## src/hw/rtl/xlb_pkg.sv

```systemverilog
// ----------------------------------------------------------------------------
// xlb_pkg
// shared types and constants for the xor linear basis
// ----------------------------------------------------------------------------
package xlb_pkg;

  localparam int unsigned WORD_BITS = 32;
  localparam int unsigned CNT_W     = (WORD_BITS > 2) ? $clog2(WORD_BITS) : 1;
  localparam int unsigned RANK_W    = $clog2(WORD_BITS + 1);
  localparam int unsigned IN_W      = 32;
  localparam int unsigned OUT_W     = 32;
  localparam int unsigned OUT_RANK_W = 6;

  localparam logic CMD_INSERT = 1'b0;
  localparam logic CMD_CLEAR  = 1'b1;

  typedef logic [WORD_BITS-1:0] word_t;

  // word travelling down the chain and the one-hot bit it has claimed
  typedef struct packed {
    word_t word;
    word_t mask;
  } tok_t;

  // broadcast update for every row
  typedef struct packed {
    logic  clr;
    logic  en;
    word_t mask;
    word_t row;
  } wr_t;

endpackage

```

## src/hw/rtl/xlb_cell.sv

```systemverilog
// ----------------------------------------------------------------------------
// xlb_cell
// one basis row: reduces the passing word and takes broadcast row updates
// ----------------------------------------------------------------------------
module xlb_cell (
  input  logic           clk_i,
  input  logic           rst_ni,
  input  xlb_pkg::word_t pos_i,
  input  xlb_pkg::tok_t  tok_i,
  input  xlb_pkg::wr_t   wr_i,
  output xlb_pkg::tok_t  tok_o
);

  xlb_pkg::word_t row_q, row_d;
  xlb_pkg::tok_t  tok_q, tok_d;
  logic           hit;

  always_comb begin
    hit   = |(tok_i.word & pos_i);
    tok_d = tok_i;
    if (hit) begin
      if (row_q != '0) begin
        tok_d.word = tok_i.word ^ row_q;
      end else if (tok_i.mask == '0) begin
        tok_d.mask = pos_i;
      end
    end
  end

  always_comb begin
    row_d = row_q;
    if (wr_i.clr) begin
      row_d = '0;
    end else if (wr_i.en) begin
      if (pos_i == wr_i.mask) begin
        row_d = wr_i.row;
      end else if (|(row_q & wr_i.mask)) begin
        row_d = row_q ^ wr_i.row;
      end
    end
  end

  always_ff @(posedge clk_i or negedge rst_ni) begin
    if (!rst_ni) begin
      row_q <= '0;
    end else begin
      row_q <= row_d;
    end
  end

  always_ff @(posedge clk_i) begin
    tok_q <= tok_d;
  end

  assign tok_o = tok_q;

endmodule

```

## config.mk

```make
export PLATFORM = sky130hd
export DESIGN_NAME = xlb_cell
export DESIGN_NICKNAME = d
export VERILOG_FILES = /design/src/hw/rtl/xlb_pkg.sv /design/src/hw/rtl/xlb_cell.sv
export SDC_FILE = /design/constraint.sdc
export NUM_CORES = 1
export LEC_CHECK = 0
export ABC_CLOCK_PERIOD_IN_PS = 3600
export BUFFER_PORTS_ARGS = -buffer_cell sky130_fd_sc_hd__buf_2
export CORE_ASPECT_RATIO = 0.5
export CORE_UTILIZATION = 52
export DETAILED_ROUTE_END_ITERATION = 10
export GPL_ROUTABILITY_DRIVEN = 0
export PLACE_DENSITY = 0.95
export SLEW_MARGIN = 20
export SYNTH_ARGS = -nofsm -noshare
export SYNTH_HDL_FRONTEND = slang
export SYNTH_SLANG_ARGS = --single-unit
```

## constraint.sdc

```tcl
create_clock -name clk_i -period 3.6 [get_ports clk_i]
set_input_delay 0 -clock clk_i [delete_from_list [all_inputs] [get_ports clk_i]]
set_output_delay 0 -clock clk_i [all_outputs]
set_load 0.01 [all_outputs]
```

==> results list, run 1 <==
- In this run the vertical extent of the chip is approximately 73 um.
- The synthesized netlist occupies a cell area of approximately 5200 um^2.
- In this run the biggest area consumer among cell types represents around a quarter of the synthesized area.
* Cell chosen for the clock root: clkbuf_16
- The total overflow left after global routing is 17.
- Summing the areas of all xor and xnor instances in the mapped netlist gives a little over a tenth of the synthesized area.
- Synthesis produced a netlist whose cell count is roughly 560.
- Multiplexer cells account for less than 1% of the synthesized area.
- First Err: [ERROR GRT-0232] Routing congestion too high. Check the congestion heatmap in the GUI.
- OpenSTA, run right after detailed placement, puts the worst setup slack at approximately 0.77 ns.
- Sinks on the clock net: 96
- In this run, synthesis inferred 0 flip-flops with an integrated enable.
- Of the total synthesized cell area, the portion taken by AND, OR, NAND and NOR gates is 19.49%.
- Counting flops with an async set or reset pin after synthesis yields a share of about 33%.
- Number of buffer cells added on primary ports: ~230
- H-tree depth reported by CTS: 3
- Summing the areas of all fa, ha and maj instances in the mapped netlist gives 0% of the synthesized area.
- Yosys printed 0 warnings.
* Post-CTS Setup Repair Bufs: 0
- Top flip-flop cell by instance count after synthesis: dfxtp_1
* Number of instances resized during post-cts repair: 0
- Entering global routing, the biggest net connects between 60 and 70 pins.
- In this run, CTS created clock tree buffers numbering 9.
- The clock passes through at most 2 buffers.
- After synthesis, the mean cell area works out to about 9.3 um^2.
* Ports: about 230
- Stage where the flow stopped: 5_1_grt
* Post-synthesis sequential area ratio: about two fifths
* Die width: 143.9 um
* Status: aborted with a tool error
- Global-route usage over all layers: between 70 and 80%
* Commonest cells in the netlist: dfxtp_1, xnor2_1, and2_1
* Cell type with the highest aggregate area in the netlist: dfxtp_1
- After synthesis, the cell types taking the most area are dfxtp_1, dfrtp_1, xnor2_1.
- Initial cell density of the core: around 55%
- After synthesis, the largest family of logic cells by area is compound AO/OA/AOI/OAI gates.
- Floorplan row count: 25
* Distinct cell type count after synthesis: 27
- Detailed placement finished with a half-perimeter wire length of 14960 um.
- Flop and latch count out of synthesis: between 90 and 100
* Post-synth net total: 727
- Summing the areas of all compound-gate instances in the mapped netlist gives 24.27% of the synthesized area.
cells by family after synthesis:
kind of cell | Yosys count
and+or+nand+nor | 173
AOI/OAI and AO/OA | 159
DFF | 96
buffers and inverters | 70
xor gates and xnor gates | 64
muxes | 1
what timing repair did:
item,in CTS
hold endpoints to repair,107
endpoints found under the setup margin,0
hold buffers,108
stage by stage:
stage | hold WS, ns | area, um^2 | std cells
floorplan | -0.2956 | 5239 | 563
global placement | 0.1098 | 6464 | 897
detailed placement | 0.09888 | 6464 | 897
CTS | 0.001883 | 7870 | 1020
routing by layer:
layer	GRT overflow	global-route usage, %
met1	2	73.58
met2	11	87.12
met3	1	65.16
met4	3	63.00
met5	0	49.28
==> inputs of run 2 (changes only) <==
--- a/config.mk
+++ b/config.mk
@@ -7,11 +7,10 @@
 export LEC_CHECK = 0
 export ABC_CLOCK_PERIOD_IN_PS = 3600
 export BUFFER_PORTS_ARGS = -buffer_cell sky130_fd_sc_hd__buf_2
-export CORE_ASPECT_RATIO = 0.5
-export CORE_UTILIZATION = 52
+export CORE_UTILIZATION = 40
 export DETAILED_ROUTE_END_ITERATION = 10
 export GPL_ROUTABILITY_DRIVEN = 0
-export PLACE_DENSITY = 0.95
+export PLACE_DENSITY_LB_ADDON = 0.15
 export SLEW_MARGIN = 20
 export SYNTH_ARGS = -nofsm -noshare
 export SYNTH_HDL_FRONTEND = slang
==> run 2 against run 1 <==
Against the previous run:
- the run now ends clean
- area after synthesis did not move
- synthesized cell count did not move
==> results list, run 2 <==
- Status: finished, final reports clean
- The flip-flop and latch count after synthesis came to 96 (unchanged).
- Class of the most critical setup path: reg -> reg
- Routed length on met3: 1812 um
- Along the worst hold path, the cell count comes to 3.
* Average routed wire per standard cell: ~21 um
- Maximum ir drop on the vdd rail: between 0.2 and 0.25 mV
- Minimum period implied by the final worst setup slack: 2.803 ns
- Area growth syn-to-layout: 52.26%
- After clock tree synthesis, the clock-pin slew on the worst setup and hold paths is roughly 0.07 ns.
- Vias in the first global route: between 6000 and 7000
- In this run the power density over the cells is approximately 370 nW/um^2.
- # DRC: 0
- Global-route wire length before repair: roughly 33000 um
- Leading cell type in the layout, fill and taps excluded: buf_2
- The number of clock buffers inserted by TritonCTS came to 9 (unchanged).
- The register with the most flip-flops in the layout has 64 of them.
* Highest achievable clock rate: roughly 360 MHz
- The net count after synthesis is 727 (unchanged).
- In this run the static leakage power is between 3 and 4 nW.
- Number of buffer cells added on primary ports: 227 (unchanged)
- The detailed router put a total of 8510 um of wire on met1.
- Launch point of the worst reg-to-reg path: row_q[20]$_DFFE_PN0P_
* Distinct cell type count after synthesis: 27 (unchanged)
* Cell chosen for the clock root: clkbuf_16
- The top cell types in the final layout, fill and taps aside, are buf_2, dlygate4sd3_1, xnor2_1, dfxtp_1, and2_1.
- Crit share post-route: 77.86%
- By instance count, the cell type seen most on the critical path is nor4_1.
* Kind of launch point of the worst setup path: flop
- Max-slew violation count: 0
- Sinks on the clock net: 96 (unchanged)
- The async set-or-reset flop fraction in the synthesized netlist is 33.33% (unchanged).
- Total routed wirelength: 22490 um
* Syn avg cell area: 9.305 um^2 (unchanged)
- The effective utilization at floorplan came to 41.34% (-13 points).
* Worst r2r path cells: 7
- The I/O pin total came to 228 (unchanged).
- Between clock sinks in the finished design, the worst skew comes to 0.007632 ns.
- Worst-path fanout max: 31
- The die covers about 14000 um^2.
- In the final timing run, aggregate negative setup slack is 0 ns.
* Total instance count after detailed placement: 935 (+4.2%)
* RSZ-0062 raised after global routing: false
- The HPWL reported at the end of detailed placement was 15750 um (+5.3%).
- The endpoint identified for the worst register-to-register timing path is tok_o[17]$_DFF_P_.
- Hold path endpoint: row_q[22]$_DFFE_PN0P_
- For this run, the post-layout net count is 1055.
* YS warnings: 0 (unchanged)
- Among all stages on the critical path, the largest delay is contributed by dlygate4sd3_1.
* Top flip-flop cell by instance count after synthesis: dfxtp_1
- Die outline height: 116.4 um (+60%)
- Global-route usage over all layers: 32.88%
* DRT iter0 DRCs: between 700 and 800
* Critical hold path startpoint: wr_i[22]
- The post-synthesis instance area came to 5239 um^2 (unchanged).
- On the worst path, the slowest cell contributes a delay of ~0.54 ns.
* Worst slew margin: slightly above 40%
- The hold violation count in the final report is 0.
* Detail Route Antenna Nets: 0
* Commonest cells in the netlist: dfxtp_1, xnor2_1, and2_1
- Worst endpoint required time: 3.90 ns
* Worst Max-Slew Pin Slew: between 0.8 and 0.9 ns
* Post-synthesis sequential area ratio: 39.74% (unchanged)
- Arrival time worst endpoint: ~3.1 ns
* Post-DR vias/cell: slightly below 6
- The detailed router used layers up to and including met4.
* Number of antenna violations at the first check in global routing: 2
* Fin Hold WS: 0.0008576 ns
- For the worst-skew pair, the clock arrives at the later sink with an insertion delay of between 0.3 and 0.4 ns.
* Worst-path cell chain: nor4_1 -> nand4_1 -> nor4_1 -> and2_1 -> buf_4 -> a21o_1 -> dlygate4sd3_1
* CORE AREA: around 13000 um^2
* Vias: between 6000 and 7000
- Post-synth EDFFs: 0 (unchanged)
- Largest net degree at the start of global routing: 66
- At the end of the flow the core is filled with cells to 62.95%.
- STA classifies the critical path endpoint as a flop.
* CTS max path bufs: 2 (unchanged)
- Most area-consuming cells after synthesis: dfxtp_1, dfrtp_1, xnor2_1
- Ratio of cells with drive above 1 in the final layout: between 20% and 30%
* Detailed-routing iteration count for the pre-antenna-repair pass: 5
* Met2 layer wire length in the routed design: 10980 um
- After global routing the overflow that remains totals 0.
- Syn Inst Count: 563 (unchanged)
* Setup Viol. Count Final: 0
* Cell type with the highest aggregate area in the netlist: dfxtp_1
- TritonCTS built the clock tree.
- The share of the synthesized area in the top cell type is 24.46% (unchanged).
- Die width: 116.4 um (-19%)
- Overall power: 0.002985 W
- Worst Hold Class: in -> reg
* Non-filler instance count after layout: between 1000 and 1500
* H-tree depth reported by CTS: 3 (unchanged)
- Worst setup slack for register-to-register paths: between 0.7 and 0.8 ns
- The floorplan row count is 41 (+64%).
- Max-cap violations: 0
[run 2: logic make-up (layout without fill, tap and decap cells)]
family,Yosys count,after routing,synth area share (%)
flip-flops,96,96,39.74
AO/OA/AOI/OAI,159,159,24.27
XOR/XNOR,64,64,10.70
AND/OR/NAND/NOR,173,173,19.49
other,0,5,0
multiplexers,1,1,0.1911
buffers and inverters,70,403,5.613
[run 2: how the worst max path moves through the flow]
stage / from / end / slack (ns) / depth (start not counted)
2_1_floorplan: row_q[30]$_DFFE_PN0P_ / row_q[10]$_DFFE_PN0P_ / 1.56 / 8
3_3_place_gp: row_q[26]$_DFFE_PN0P_ / row_q[12]$_DFFE_PN0P_ / 0.81 / 5
3_5_place_dp: row_q[26]$_DFFE_PN0P_ / row_q[3]$_DFFE_PN0P_ / 0.72 / 5
4_1_cts: row_q[26]$_DFFE_PN0P_ / row_q[3]$_DFFE_PN0P_ / 0.71 / 5
5_1_grt: row_q[30]$_DFFE_PN0P_ / tok_o[17]$_DFF_P_ / 0.59 / 7
6_report: row_q[20]$_DFFE_PN0P_ / tok_o[17]$_DFF_P_ / 0.80 / 7
[run 2: power breakdown]
group          switching, W  total (W)  internal [W]
registers         0.0000874    0.00127       0.00118
logic              0.000401   0.000798      0.000398
clock network      0.000430   0.000917      0.000487
total              0.000918    0.00298       0.00207
[run 2: cell type report]
class	instances	area, um^2
fillers	1048	4695
multi-input cells	397	2884
repair buffers	355	2390
flip-flops and latches	96	2082
clock buffers	11	242.7
well taps	172	215.2
inverters	32	120.1
clock inverters	5	30.03
diodes	5	12.51
[run 2: worst max-delay path, delay by kind of cell (launching register included)]
| family | cells | cell delay [ns] |
|---|---|---|
| buffers and inverters | 2 | 0.90 |
| AOI/OAI and AO/OA | 1 | 0.21 |
| and+or+nand+nor | 4 | 1.14 |
| DFF | 1 | 0.47 |
[run 2: metrics by stage]
stage          area [um^2]  worst slack, ns
2_1_floorplan         5239            1.558
3_3_place_gp          6518           0.8090
3_5_place_dp          6518           0.7186
4_1_cts               7961           0.7118
5_1_grt               7969           0.5928
6_report              7976           0.7971
[run 2: layer usage]
layer	up-vias	track usage [%]
li1	2747	-
met3	86	7.213
met4	0	21.11
met1	2985	37.94
met5	-	0
met2	407	55.15
[run 2: repair_timing]
| item | CTS | global route |
|---|---|---|
| hold buffers | 117 | 0 |
| hold endpoints to repair | 116 | 0 |
| gates resized for setup | 0 | 0 |
| buffers inserted | 0 | 0 |
No activity file was read; power rests on OpenSTA's default activity.
